File: src/rtl/core/rle_pkg.sv
// Shared types and constants for the run-length token stream decoder.
// Used by rle_token_stream_decoder, its port checker, the fill checker and the testbench; no dependencies.
package rle_pkg;

  // width of the kept run count, at most the result count width
  localparam int unsigned CountBits = 20;
  localparam int unsigned CountW    = 20;
  localparam int unsigned LitW      = 12;

  // tag byte fields
  localparam int unsigned TagRunBit   = 7;
  localparam int unsigned TagZeroBit  = 6;
  localparam int unsigned TagWideBit  = 5;
  localparam int unsigned TagShortBit = 4;

  // register value for the compression mode after reset
  localparam logic CompressedModeRst = 1'b1;

  // one input transfer
  typedef struct packed {
    logic [7:0] data_byte;
    logic       end_of_stream;
  } rle_in_t;

  // one result transfer
  typedef struct packed {
    logic [7:0]        fill_value;
    logic [CountW-1:0] repeat_count;
    logic              stream_done;
    logic              stream_error;
  } rle_out_t;

endpackage

File: src/rtl/core/rle_token_stream_decoder.sv
// Top level of the run-length token stream decoder: record parser between an
// input register and a result register. Depends on rle_pkg.
//
// Each byte is held in the input register, and any result it gives is then registered in the result register.
// Throughput: one byte per cycle; the input stalls only while a shown result is stalled.
// Reset (rst_ni low, asynchronous): parser at the tag phase, compressed mode
// on, both pipeline registers empty.
module rle_token_stream_decoder
  import rle_pkg::*;
(
  input  logic     clk_i,
  input  logic     rst_ni,
  input  logic     in_valid_i,
  output logic     in_stall_o,
  input  rle_in_t  in_data_i,
  output logic     out_valid_o,
  input  logic     out_stall_i,
  output rle_out_t out_data_o,
  input  logic     cfg_valid_i,
  output logic     cfg_ready_o,
  input  logic     cfg_data_i
);

  typedef enum logic [2:0] {
    PhTag     = 3'd0,
    PhValue   = 3'd1,
    PhCntMid  = 3'd2,
    PhCntLow  = 3'd3,
    PhLitLow  = 3'd4,
    PhLitData = 3'd5
  } phase_e;

  logic                 mode_q;
  logic                 s1_valid_q;
  rle_in_t              s1_data_q;
  logic                 out_valid_q, out_valid_d;
  rle_out_t             out_data_q, out_data_d;
  phase_e               phase_q, phase_d;
  logic [7:0]           tag_q, tag_d;
  logic [CountBits-1:0] acc_q, acc_d;
  logic [7:0]           run_q, run_d;
  logic [LitW-1:0]      lit_q, lit_d;

  logic out_ready;
  logic advance;

  // handshake control
  assign out_ready   = !out_valid_q || !out_stall_i;
  assign advance     = s1_valid_q && out_ready;
  assign in_stall_o  = s1_valid_q && !out_ready;
  assign cfg_ready_o = 1'b1;
  assign out_valid_o = out_valid_q;
  assign out_data_o  = out_data_q;

  // record parser on the registered byte
  always_comb begin
    logic [7:0]        b;
    logic              av_go;
    logic [7:0]        av_tag;
    logic [3:0]        nib;
    logic [CountW-1:0] wide;
    logic              have;
    logic [7:0]        o_val;
    logic [CountW-1:0] o_cnt;
    logic              err;

    b       = s1_data_q.data_byte;
    av_go   = 1'b0;
    av_tag  = tag_q;
    nib     = 4'd0;
    wide    = '0;
    have    = 1'b0;
    o_val   = 8'd0;
    o_cnt   = '0;
    err     = 1'b0;
    phase_d = phase_q;
    tag_d   = tag_q;
    acc_d   = acc_q;
    run_d   = run_q;
    lit_d   = lit_q;

    if (mode_q) begin
      case (phase_q)
        PhValue: begin
          run_d = b;
          av_go = 1'b1;
        end
        PhCntMid: begin
          wide    = CountW'(acc_q) | {4'd0, b, 8'd0};
          acc_d   = wide[CountBits-1:0];
          phase_d = PhCntLow;
        end
        PhCntLow: begin
          wide  = CountW'(acc_q) | {12'd0, b};
          acc_d = wide[CountBits-1:0];
          if (acc_d != '0) begin
            have  = 1'b1;
            o_val = run_q;
            o_cnt = CountW'(acc_d);
          end
          phase_d = PhTag;
        end
        PhLitLow: begin
          lit_d   = lit_q | {4'd0, b};
          phase_d = (lit_d != '0) ? PhLitData : PhTag;
        end
        PhLitData: begin
          have  = 1'b1;
          o_val = b;
          o_cnt = CountW'(1);
          lit_d = lit_q - LitW'(1);
          if (lit_d == '0) begin
            phase_d = PhTag;
          end
        end
        default: begin
          tag_d = b;
          if (b[TagRunBit]) begin
            run_d = 8'd0;
            if (b[TagZeroBit]) begin
              av_go  = 1'b1;
              av_tag = b;
            end else begin
              phase_d = PhValue;
            end
          end else if (b[TagShortBit]) begin
            lit_d   = {b[3:0], 8'd0};
            phase_d = PhLitLow;
          end else begin
            lit_d   = {8'd0, b[3:0]};
            phase_d = (b[3:0] != 4'd0) ? PhLitData : PhTag;
          end
        end
      endcase

      // count fields that follow the run value, or the tag of a zero run
      if (av_go) begin
        nib = av_tag[3:0];
        if (av_tag[TagWideBit]) begin
          wide    = {nib, 16'd0};
          acc_d   = wide[CountBits-1:0];
          phase_d = PhCntMid;
        end else if (av_tag[TagShortBit]) begin
          wide    = {8'd0, nib, 8'd0};
          acc_d   = wide[CountBits-1:0];
          phase_d = PhCntLow;
        end else begin
          wide  = {16'd0, nib};
          acc_d = wide[CountBits-1:0];
          if (acc_d != '0) begin
            have  = 1'b1;
            o_val = run_d;
            o_cnt = CountW'(acc_d);
          end
          phase_d = PhTag;
        end
      end
    end else begin
      have  = 1'b1;
      o_val = b;
      o_cnt = CountW'(1);
    end

    // final byte closes the stream
    if (s1_data_q.end_of_stream) begin
      err     = mode_q && (phase_d != PhTag);
      phase_d = PhTag;
      lit_d   = '0;
      acc_d   = '0;
      have    = 1'b1;
    end

    out_valid_d             = have;
    out_data_d.fill_value   = o_val;
    out_data_d.repeat_count = o_cnt;
    out_data_d.stream_done  = s1_data_q.end_of_stream;
    out_data_d.stream_error = err;
  end

  // control and parse state
  always_ff @(posedge clk_i or negedge rst_ni) begin
    if (!rst_ni) begin
      mode_q      <= CompressedModeRst;
      s1_valid_q  <= 1'b0;
      out_valid_q <= 1'b0;
      phase_q     <= PhTag;
      tag_q       <= 8'd0;
      acc_q       <= '0;
      run_q       <= 8'd0;
      lit_q       <= '0;
    end else begin
      if (cfg_valid_i && cfg_ready_o) begin
        mode_q <= cfg_data_i;
      end
      if (!in_stall_o) begin
        s1_valid_q <= in_valid_i;
      end
      if (out_ready) begin
        out_valid_q <= s1_valid_q && out_valid_d;
      end
      if (advance) begin
        phase_q <= phase_d;
        tag_q   <= tag_d;
        acc_q   <= acc_d;
        run_q   <= run_d;
        lit_q   <= lit_d;
      end
    end
  end

  // payload registers
  always_ff @(posedge clk_i) begin
    if (!in_stall_o && in_valid_i) begin
      s1_data_q <= in_data_i;
    end
    if (advance && out_valid_d) begin
      out_data_q <= out_data_d;
    end
  end

endmodule

File: config.mk
export PLATFORM = sky130hd
export DESIGN_NAME = rle_token_stream_decoder
export DESIGN_NICKNAME = d
export VERILOG_FILES = /design/src/rtl/core/rle_pkg.sv /design/src/rtl/core/rle_token_stream_decoder.sv
export SDC_FILE = /design/constraint.sdc
export NUM_CORES = 1
export LEC_CHECK = 0
export ABC_AREA = 1
export ABC_CLOCK_PERIOD_IN_PS = 3300
export BUFFER_PORTS_ARGS = -buffer_cell sky130_fd_sc_hd__buf_2
export CORE_MARGIN = 4
export CORE_UTILIZATION = 40
export DETAILED_ROUTE_END_ITERATION = 10
export HOLD_SLACK_MARGIN = 0.15
export PLACE_DENSITY = 0.67
export REMOVE_ABC_BUFFERS = 1
export SLEW_MARGIN = 10
export SYNTH_ARGS = -nofsm -noshare
export SYNTH_HDL_FRONTEND = slang
export SYNTH_SLANG_ARGS = --single-unit
export TNS_END_PERCENT = 10
File: constraint.sdc
create_clock -name clk_i -period 3.3 [get_ports clk_i]
set_input_delay 0 -clock clk_i [delete_from_list [all_inputs] [get_ports clk_i]]
set_output_delay 0 -clock clk_i [all_outputs]
set_load 0.01 [all_outputs]
# == Word level (Yosys, flattened, before mapping) ==
# Index checks and enable logic that the tools add are counted.
# classes
add_sub_neg,1
n_eq_ne,7
muxes,54
n_bitwise,4
n_reduce_logical,26
# ops
operator,n
$mux W20,9
$pmux W20 S2,2
$mux W12,5
$mux W8,7
$pmux W12 S3,1
$pmux W8 S2,2
$mux W3,9
$mux W6,4
$or A20 B16 Y20,1
$or A20 B8 Y20,1
$reduce_bool A20 Y1,1
$pmux W3 S5,1
$logic_not A12 Y1,1
$or A12 B8 Y12,1
$reduce_bool A12 Y1,1
$reduce_bool A4 Y1,3
$sub A12 B1 Y12 const B,1
$mux W1,10
$eq A3 B2 Y1 const B,2
$eq A3 B3 Y1 const B,2
$logic_and A1 B1 Y1,6
$reduce_and A3 Y1,2
$reduce_or A5 Y1,1
$logic_not A1 Y1,4
other kinds (13),15
# totals
register_bits,91
output_inout_bits,33
word_cells,106

# == Depth between registers and ports, before layout ==
# Gate-level depths: netlist (run 1).
# logic_depth
word_depth,12
ltp_mapped,16
mapped_depth_nobuf,16

# == Least setup slack after synthesis (run 1) ==
# Ideal clock, no wire load.
# synth_timing
path_kind,flip-flop to flip-flop
startpoint,register phase_q[0]
endpoint,"register out_data_q, in the netlist out_data_o[0], enable pin"
setup_time_ps,427
t_arrival_ps,2957
required_ps,2873
slack_ps,-84
path_stages_with_launch,12
path_buffers,0
cell_sequence,dfrtp_1 -> o21ai_2 -> nand4_2 -> inv_1 -> nand2_1 -> o21ai_2 -> nand2_4 -> nor2_8 -> nand2_4 -> nand4_1 -> o21ai_0 -> a21oi_1
# synth_between
elab_chain_cells,12
word_cells_on_any_way,20
classes_between,5 x eq/ne; 11 x mux; 4 x reduce/logical
# synth_lines
element,line_no,rtl
from (decl),rle_token_stream_decoder.sv:38,"phase_e phase_q, phase_d;"
from (signal assigned),rle_token_stream_decoder.sv:186,phase_q <= PhTag;
from (signal assigned),rle_token_stream_decoder.sv:202,phase_q <= phase_d;
$eq A3 B3 Y1 (tied with other cells),rle_token_stream_decoder.sv:83,case (phase_q)
$reduce_or A5 Y1 (no line),--,
$mux W6,rle_token_stream_decoder.sv:83,
$mux W6,rle_token_stream_decoder.sv:82,if (mode_q) begin
$reduce_bool A4 Y1,rle_token_stream_decoder.sv:150,if (acc_d != '0) begin
$mux W1,rle_token_stream_decoder.sv:150,
$mux W1,rle_token_stream_decoder.sv:143,end else if (av_tag[TagShortBit]) begin
$mux W1,rle_token_stream_decoder.sv:139,if (av_tag[TagWideBit]) begin
$mux W1 *,rle_token_stream_decoder.sv:137,if (av_go) begin
$mux W1 *,rle_token_stream_decoder.sv:82,
$mux W1 *,rle_token_stream_decoder.sv:165,if (s1_data_q.end_of_stream) begin
$logic_and A1 B1 Y1 *,rle_token_stream_decoder.sv:216,if (advance && out_valid_d) begin
to (signal assigned),rle_token_stream_decoder.sv:217,out_data_q <= out_data_d;
to (decl),rle_token_stream_decoder.sv:37,"rle_out_t out_data_q, out_data_d;"
# Every way passes the cells marked *; elsewhere a longest branch is shown, timed or not. The select of a mux whose other input is x is not followed.
# A chain may end at the register's enable or synchronous reset.

# == Worst setup path in the final report (run 1) ==
# layout_timing
startpoint,register phase_q[1]
endpoint,"register out_data_q, in the netlist out_data_o[10], enable pin"
# Same word-level chain as after synthesis.

==> metrics, run 1 <==
io pins 48; WL/cell about 17 µm; Pwr Total 4.506 mW; Crit path largest cell delay 0.41 ns; largest net degree at the start of global routing 31; CP required 3.34 ns; Post-synth top cells nand2_1, inv_1, nor2_1; headroom to the max-slew limit 0.5088; H-tree levels 3; pre-CTS WS approximately 0.53 ns; VDD IR-drop max 313.2 µV; synth top area cells dfrtp_1, edfxtp_1, nand2_1; Final HPWL DP 9.047 mm; sw frac 0.3941; area of the die 13430 µm²; setup TNS 0 ns; CTS max path bufs 2; core footprint around 11000 µm²; clk_lat worst skew 0.35 ns; Slew Viols, Final 0; worst path arrival time 2.86 ns; final setup vio count 0; combinational fraction of design power 0.391; clk root buf clkbuf_16; router iterations before antenna repair 5; Synth Flop Type dfrtp_1; Async S/R FF share, synth 0.5714; Core Util, Final 0.4873; most common cell in the synthesized netlist nand2_1; crit path max fanout 29; final hold viol count 0; CP max-delay cell dfrtp_1; drt total wl 13.02 mm; GPL Wtd Cong 0.8970; Tightest Hold Check Type input port to async pin; n_diodes 0; CP Launch Type flip-flop; synth unique cells 37; Layout Skew 0.01109 ns; number of fill cells between 1000 and 1500; DRC errors left 0; Area Growth Syn to Fin 19.48%; Power Internal around 2.7 mW; clock share of power 0.248; CTS Hold Bufs 16; NetSw 1.776 mW; DR vias between 4000 and 5000; clock sinks 91; total grt overflow 0; FF+latch count, synth 91; max-cap violations 0; Worst Setup SP phase_q[1]; Post-Syn Area 4657 µm²; final worst slack 0.4792 ns; GR Util All Layers 0.2036; status finished, final reports clean; Hold Slack 0.2080 ns; initial core utilization 0.4078; TritonCTS clock tree done; PortBufs 46; Mean Syn Cell Area 8.498 µm²; Final Cycle Share 0.8548; CP Capture Type flip-flop; Die Y 115.9 µm; vias in the first global route 4102; Post-synth EDFFs 39; leakage about 2.5 nW; worst-margin pin slew 0.7369 ns; crit path cell chain inv_2, nand2_4, nand4_2, inv_1, nand2_1, o21ai_2, nand2_4, nor2_8, nand2_4, nand4_1, o21ai_0, a21oi_2, buf_12; Final #Nets 634; 1st-iter DRT viols 397; synthesized instance count 548; via/cell ratio between 5 and 6; Die X-Extent 115.9 µm; fin crit period 2.821 ns; Clock transition at path regs around 0.060 ns; DRT antenna net count 0; biggest area consumer among synthesized cells dfrtp_1; WS Path Type flip-flop to flip-flop; Seq/Total Area, Yosys 0.5312; r2r startpoint phase_q[1]; top cell type's share of synthesized area 0.2740; RSZ-0062 raised after global routing no; total CTS buffers 9; cell mode on critical path nand2_4; fraction of layout cells with a size suffix above 1 0.1495; global-route wire length before repair 21.09 mm; Power per Cell Area 809.9 nW/µm²; post-CTS setup buffers 0; sequential group share of total power 0.360; post-cts resize count 0; antenna violations before repair 0; YS warnings 0; Peak Freq 354.5 MHz; Rows 39
[through the flow]
step,instance area (µm²),std cells
floorplan,4582,534
global placement,5082,733
detailed placement,5082,733
CTS,5564,765
global route,5564,765
finish,5564,765
[state kept, by name, summed over array words and instances, names as in the netlist]
signal	count
s1_data_q	8
mode_q	1
phase_q	3
s1_valid_q	1
out_data_o	30
out_data_d	1
lit_q	12
tag_q	6
acc_q	20
run_q	8
out_valid_o	1
[placed cells by master (no fill, tap or decap), types with 4 or more instances in the layout]
cell type,netlist,final
o211ai_1,4,4
dfrtp_1,51,51
nor2_1,58,58
inv_1,77,77
buf_2,3,46
buf_4,1,9
nand4_1,8,8
nor3_1,7,7
edfxtp_1,39,39
nand2_1,109,109
o21ai_1,14,14
o21ai_2,4,4
nor4_1,4,4
nand3_1,17,17
a21oi_1,28,27
o22ai_1,36,36
o21ai_0,44,44
dlygate4sd3_1,0,16
clkbuf_16,0,9
inv_2,4,4
a22oi_1,7,7
[path summary, 6_finish.rpt]
kind / endpoint / slack, ns / cells after the start
max: out_data_o[10] / 0.48 / 13
min: lit_q[4] / 0.21 / 2
max reg2reg: out_data_o[10] / 0.48 / 13
min reg2reg: tag_q[1] / 0.50 / 2
max in group asynchronous: acc_q[10] / 2.27 / 3
min in group clk_i: out_data_d[1] / 0.37 / 2
[worst max-delay path, delay by kind of cell (launching register included)]
kind                   cells  cell delay, ns
AO/OA/AOI/OAI              3            0.46
buffers and inverters      3            0.57
AND/OR/NAND/NOR            7            1.03
flip-flops                 1            0.41
[final cells by class]
cell class / count / area (µm²) / area share
clock buffers: 9 / 225.2 / 0.04048
well taps: 143 / 178.9 / 0.03216
inverters: 84 / 315.3 / 0.05667
repair buffers: 72 / 478.0 / 0.08590
multi-input cells: 359 / 1797 / 0.3229
flip-flops and latches: 91 / 2474 / 0.4446
clock inverters: 7 / 96.34 / 0.01732
[layer usage]
| metal | vias up | part of all wire | GRT usage |
|---|---|---|---|
| met3 | 30 | 0.076 | 0.03916 |
| met1 | 1994 | 0.43 | 0.2772 |
| li1 | 2004 | - | - |
| met2 | 185 | 0.46 | 0.3165 |
| met4 | 0 | 0.030 | 0.09126 |
| met5 | - | 0 | 0 |
[kinds of logic after synthesis]
family | after synthesis | synth area share
AOI/OAI and AO/OA | 143 | 0.1789
adders and majority gates | 2 | 0.005373
buffers and inverters | 98 | 0.08382
DFF | 91 | 0.5312
other | 1 | 0.0008052
and+or+nand+nor | 213 | 0.1999
[power groups by stage]
stage | logic (mW) | clock network [mW] | registers, mW
after floorplan | 1.23 | 0 | 1.64
after global placement | 1.69 | 0 | 1.63
after detailed placement | 1.71 | 0 | 1.64
after CTS | 1.75 | 1.13 | 1.62
after global routing | 1.99 | 1.19 | 1.66
final | 1.76 | 1.12 | 1.62
Note: power is estimated with default switching activity, not from simulation.
==> run 2: changes to the inputs <==
--- a/config.mk
+++ b/config.mk
@@ -12,7 +12,6 @@
 export CORE_UTILIZATION = 40
 export DETAILED_ROUTE_END_ITERATION = 10
 export HOLD_SLACK_MARGIN = 0.15
-export PLACE_DENSITY = 0.67
 export REMOVE_ABC_BUFFERS = 1
 export SLEW_MARGIN = 10
 export SYNTH_ARGS = -nofsm -noshare
==> run 2 against run 1 <==
Net effect:
- final cell count increased by 0.52%
- total power decreased by 2.4%
- critical path depth unchanged
- routed wire length increased by 2.6%
- sequential power about the same
- critical endpoint is now out_data_o[18]
- critical path type unchanged
- clock skew decreased by 0.0019 ns
- clock power decreased by 12%
- register-to-register slack got worse by 0.08 ns
- design area about the same
==> metrics, run 2 (synthesized netlist as in run 1, its figures left out) <==
Layout Skew between 0.009 and 0.01 ns; commonest non-fill, non-tap cell in the layout nand2_1; CP max-delay cell dfrtp_1; Multi-input gate area 1804 µm²; r2r worst-path depth 13; io pins between 40 and 50; Hold Slack 0.2085 ns; fraction of layout cells with a size suffix above 1 0.1534; area of the die 13430 µm²; number of flip-flops in the largest register 30; DRT antenna net count 0; status finished, final reports clean; GPL Wtd Cong 0.9406; global-route wire length before repair 21.44 mm; post-CTS setup buffers 0; cell mode on critical path nand2_4; Die Y 115.9 µm; core footprint 11420 µm²; Final Cycle Share 0.8777; Final #Nets 638; H-tree levels 3; CTS Hold Bufs 16; router iterations before antenna repair 5; r2r endpoint out_data_o[18]; final worst slack 0.4036 ns; R2R Setup Slk 0.40 ns; via/cell ratio 5.475; clk_lat worst skew 0.35 ns; sw frac 0.4082; largest net degree at the start of global routing 29; Reg area 2474 µm²; clock share of power 0.223; antenna violations before repair 0; clk root buf clkbuf_16; vias in the first global route 4181; max-cap violations 0; CTS max path bufs 2; PortBufs 46; CP Capture Type flip-flop; number of fill cells roughly 1100; setup TNS 0 ns; NetSw 1.796 mW; worst-margin pin slew 0.8436 ns; total CTS buffers 9; post-cts resize count 0; DRC errors left 0; CP Launch Type flip-flop; Power Internal 2.604 mW; Clock transition at path regs 0.06 ns; WL/cell 17.38 µm; headroom to the max-slew limit 0.4376; CP required 3.34 ns; Area Growth Syn to Fin 19.37%; 1st-iter DRT viols approximately 390; crit path max fanout 28; final setup vio count 0; worst path arrival time between 2 and 3 ns; Final HPWL DP roughly 9.7 mm; Die X-Extent 115.9 µm; Crit path max-delay family simple AND/OR/NAND/NOR gates; Slew Viols, Final 0; TritonCTS clock tree done; most frequent cells in the layout nand2_1, inv_1, nor2_1, dfrtp_1, buf_2; RSZ-0062 raised after global routing no; combinational fraction of design power 0.409; WS Path Type flip-flop to flip-flop; r2r startpoint phase_q[1]; Crit path largest cell delay 0.42 ns; n_diodes 0; Tightest Hold Check Type input port to async pin; DR vias between 4000 and 5000; GR Util All Layers 0.2089; Rows 39; final hold viol count 0; Peak Freq roughly 350 MHz; total grt overflow 0; buffers plus inverters on the worst setup path 3; VDD IR-drop max 377.5 µV; Pwr Total about 4.4 mW; leakage 2.466 nW; fin crit period 2.896 ns; pre-CTS WS 0.4004 ns; clock sinks 91; crit path cell chain inv_2, nand2_4, nand4_2, inv_1, nand2_1, o21ai_2, nand2_4, nor2_8, nand2_4, nand4_1, o21ai_0, a21oi_4, buf_12; sequential group share of total power 0.367; initial core utilization 0.4078; Power per Cell Area 791.5 nW/µm²; drt total wl around 13 mm
==> run 2: routing by layer <==
metal / vias up / routed length [µm] / track usage
met1: 2041 / 5845 / 0.2766
met5: - / 0 / 0
met3: 21 / 826 / 0.04752
li1: 2000 / - / -
met2: 148 / 6405 / 0.3376
met4: 0 / 284 / 0.07425
==> run 2: cell type report <==
type | count | share of cell area
Clock inverter | 5 | 0.006527
Inverter | 84 | 0.05672
Clock buffer | 11 | 0.04366
Tap cell | 143 | 0.03219
Timing Repair Buffer | 76 | 0.09138
Sequential cell | 91 | 0.4450
Multi-Input combinational cell | 359 | 0.3246
==> run 2: stage by stage <==
| stage | std cells | utilization | area [µm²] |
|---|---|---|---|
| final | 769 | 0.4869 | 5559 |
| after global routing | 769 | 0.4869 | 5559 |
| after CTS | 769 | 0.4869 | 5559 |
| after detailed placement | 737 | 0.4484 | 5120 |
| after global placement | 737 | 0.4484 | 5120 |
| after floorplan | 534 | - | 4582 |
==> run 2: power groups by stage <==
stage,sequential [mW],combinational [mW],clock (mW)
2_1_floorplan,1.64,1.23,0
3_3_place_gp,1.63,1.74,0
3_5_place_dp,1.64,1.76,0
4_1_cts,1.62,1.78,1.00
5_1_grt,1.65,2.02,1.06
6_report,1.62,1.80,0.983
==> run 2: worst max-delay path by stage <==
stage                    start              to  depth (start not counted)
finish              phase_q[1]  out_data_o[18]                         13
global route        phase_q[1]  out_data_o[18]                         13
global placement    phase_q[1]   out_data_o[5]                         13
detailed placement  phase_q[1]  out_data_o[21]                         13
floorplan           phase_q[1]   out_data_o[0]                         12
CTS                 phase_q[1]  out_data_o[18]                         13
==> run 3: changes to the inputs <==
--- a/config.mk
+++ b/config.mk
@@ -9,9 +9,11 @@
 export ABC_CLOCK_PERIOD_IN_PS = 3300
 export BUFFER_PORTS_ARGS = -buffer_cell sky130_fd_sc_hd__buf_2
 export CORE_MARGIN = 4
-export CORE_UTILIZATION = 40
+export CORE_UTILIZATION = 45
 export DETAILED_ROUTE_END_ITERATION = 10
 export HOLD_SLACK_MARGIN = 0.15
+export PLACE_DENSITY = 0.66
+export RECOVER_POWER = 100
 export REMOVE_ABC_BUFFERS = 1
 export SLEW_MARGIN = 10
 export SYNTH_ARGS = -nofsm -noshare
==> run 3 against run 2 <==
Net effect:
- the flow now finishes with violations (max-capacitance violations, max-slew violations)
- final cell count is 1.2% lower
- first-iteration DRC count is 17% lower
- largest power group unchanged
- flip-flop and latch count stayed put
- count of clock-buffer cells in the layout is 2 lower
- register-to-register slack worse by 0.09 ns
- fmax is 2.9% lower
- critical endpoint unchanged
- design area is 3.2% lower
==> metrics, run 3 (synthesized netlist as in run 1, its figures left out) <==
worst path arrival time 3.08 ns; GR Util All Layers 0.2160; Slew Viols, Final 32; Power Internal ~2.3 mW; largest net degree at the start of global routing 32; initial core utilization 0.4699; r2r worst-path depth 11; 1st-iter DRT viols between 300 and 400; Pwr Total 4.079 mW; final worst slack between 0.3 and 0.4 ns; number of flip-flops in the largest register 30; clock share of power 0.182; DRC errors left 0; Clock transition at path regs 0.10 ns; n_diodes 0; fin crit period approximately 3.0 ns; sequential group share of total power 0.396; worst-margin pin slew roughly 1.6 ns; CP required between 3 and 4 ns; r2r startpoint phase_q[1]; setup TNS 0 ns; Area Growth Syn to Fin 15.50%; total CTS buffers 9; failing checks max-capacitance violations, max-slew violations; DRT antenna net count 0; final setup vio count 0; GPL Wtd Cong 1.033; WS Path Type flip-flop to flip-flop; final hold viol count 0; clk_lat worst skew roughly 0.38 ns; commonest non-fill, non-tap cell in the layout nand2_1; area of the die between 10000 and 15000 µm²; Min-Delay Path Depth 2; vias in the first global route 3941; via/cell ratio 5.480; crit path max fanout 29; TritonCTS clock tree done; Multi-input gate area 1774 µm²; router iterations before antenna repair 7; status finished with violations; post-CTS setup buffers 0; global-route wire length before repair 19.82 mm; Final Cycle Share 0.9037; Peak Freq 335.3 MHz; Power per Cell Area 758.3 nW/µm²; RSZ-0062 raised after global routing no; Core Util, Final 0.5428; io pins 48; total grt overflow 0; PortBufs between 40 and 50; NetSw 1.754 mW; max-cap violations 1; Reg area 2474 µm²; H-tree levels 3; r2r endpoint out_data_o[18]; core footprint 9910 µm²; combinational fraction of design power 0.422; most frequent cells in the layout nand2_1, inv_1, nor2_1, dfrtp_1, o21ai_0; clk root buf clkbuf_8; CTS max path bufs 2; drt total wl 12.33 mm; CP Capture Type flip-flop; leakage approximately 2.3 nW; WL/cell 16.22 µm; Die Y approximately 110 µm; worst hold endpoint s1_data_q[4]; DR vias 4165; Final HPWL DP 8.886 mm; antenna violations before repair 0; VDD IR-drop max 320.0 µV; Hold Slack around 0.32 ns; sw frac 0.4300; min-delay src in_data_i[4]; Layout Skew roughly 0.012 ns; Tightest Hold Check Type input port to flip-flop; CTS Hold Bufs 18; post-cts resize count 0; pre-CTS WS 0.3956 ns; Final #Nets 639; fraction of layout cells with a size suffix above 1 0.08453; CP Launch Type flip-flop; R2R Setup Slk 0.32 ns; number of fill cells between 900 and 1000; Rows 36; clock sinks 91; headroom to the max-slew limit -0.06809; Die X-Extent 109.7 µm
## run 3: changes by cell type in the layout (fill, tap and decap cells not counted), sizes merged
cell,change
clkinv,-2
inv,+2
dlygate4sd3,+2
clkinvlp,+2
clkbuf,+35
buf,-38
## run 3: layer usage
metal | vias up | global-route usage | wire length [µm]
li1 | 2010 | - | -
met5 | - | 0 | 0
met4 | 0 | 0.08905 | 350
met1 | 1963 | 0.2822 | 5354
met2 | 160 | 0.3470 | 5806
met3 | 32 | 0.04932 | 817
## run 3: layout make-up
| cell class | count | area share |
|---|---|---|
| inverters | 84 | 0.05862 |
| clock buffers | 9 | 0.02303 |
| clock inverters | 7 | 0.01326 |
| well taps | 133 | 0.03094 |
| multi-input cells | 359 | 0.3298 |
| flip-flops and latches | 91 | 0.4599 |
| repair buffers | 77 | 0.08444 |
## run 3: stage by stage
| step | instances | instance area [µm²] |
|---|---|---|
| 4_1_cts | 760 | 5455 |
| 5_1_grt | 760 | 5379 |
| 2_1_floorplan | 534 | 4582 |
| 3_5_place_dp | 726 | 5080 |
| 3_3_place_gp | 726 | 5080 |
| 6_report | 760 | 5379 |
## run 3: power by group through the flow
stage               sequential (mW)  combinational [mW]  clock, mW
global placement               1.63                1.68          0
finish                         1.62                1.72      0.743
detailed placement             1.64                1.71          0
floorplan                      1.64                1.23          0
global route                   1.65                1.93      0.810
CTS                            1.61                1.74      0.757
## run 3: critical path, stage by stage (launching register included)
cell,delay [ns]
dfrtp_1,0.43
inv_1,0.18
nand2_4,0.15
nand4_2,0.25
inv_1,0.13
nor2_1,0.51
nor2_8,0.11
nand2_4,0.18
nand4_1,0.10
o21ai_0,0.29
a21oi_2,0.08
buf_4,0.25
## run 3: worst max path at each step
stage / from / to / depth (start not counted)
after global routing: phase_q[1] / out_data_o[5] / 11
after detailed placement: phase_q[1] / out_data_o[18] / 13
after global placement: phase_q[1] / out_data_o[5] / 13
after CTS: phase_q[1] / out_data_o[18] / 13
final: phase_q[1] / out_data_o[18] / 11
after floorplan: phase_q[1] / out_data_o[0] / 12
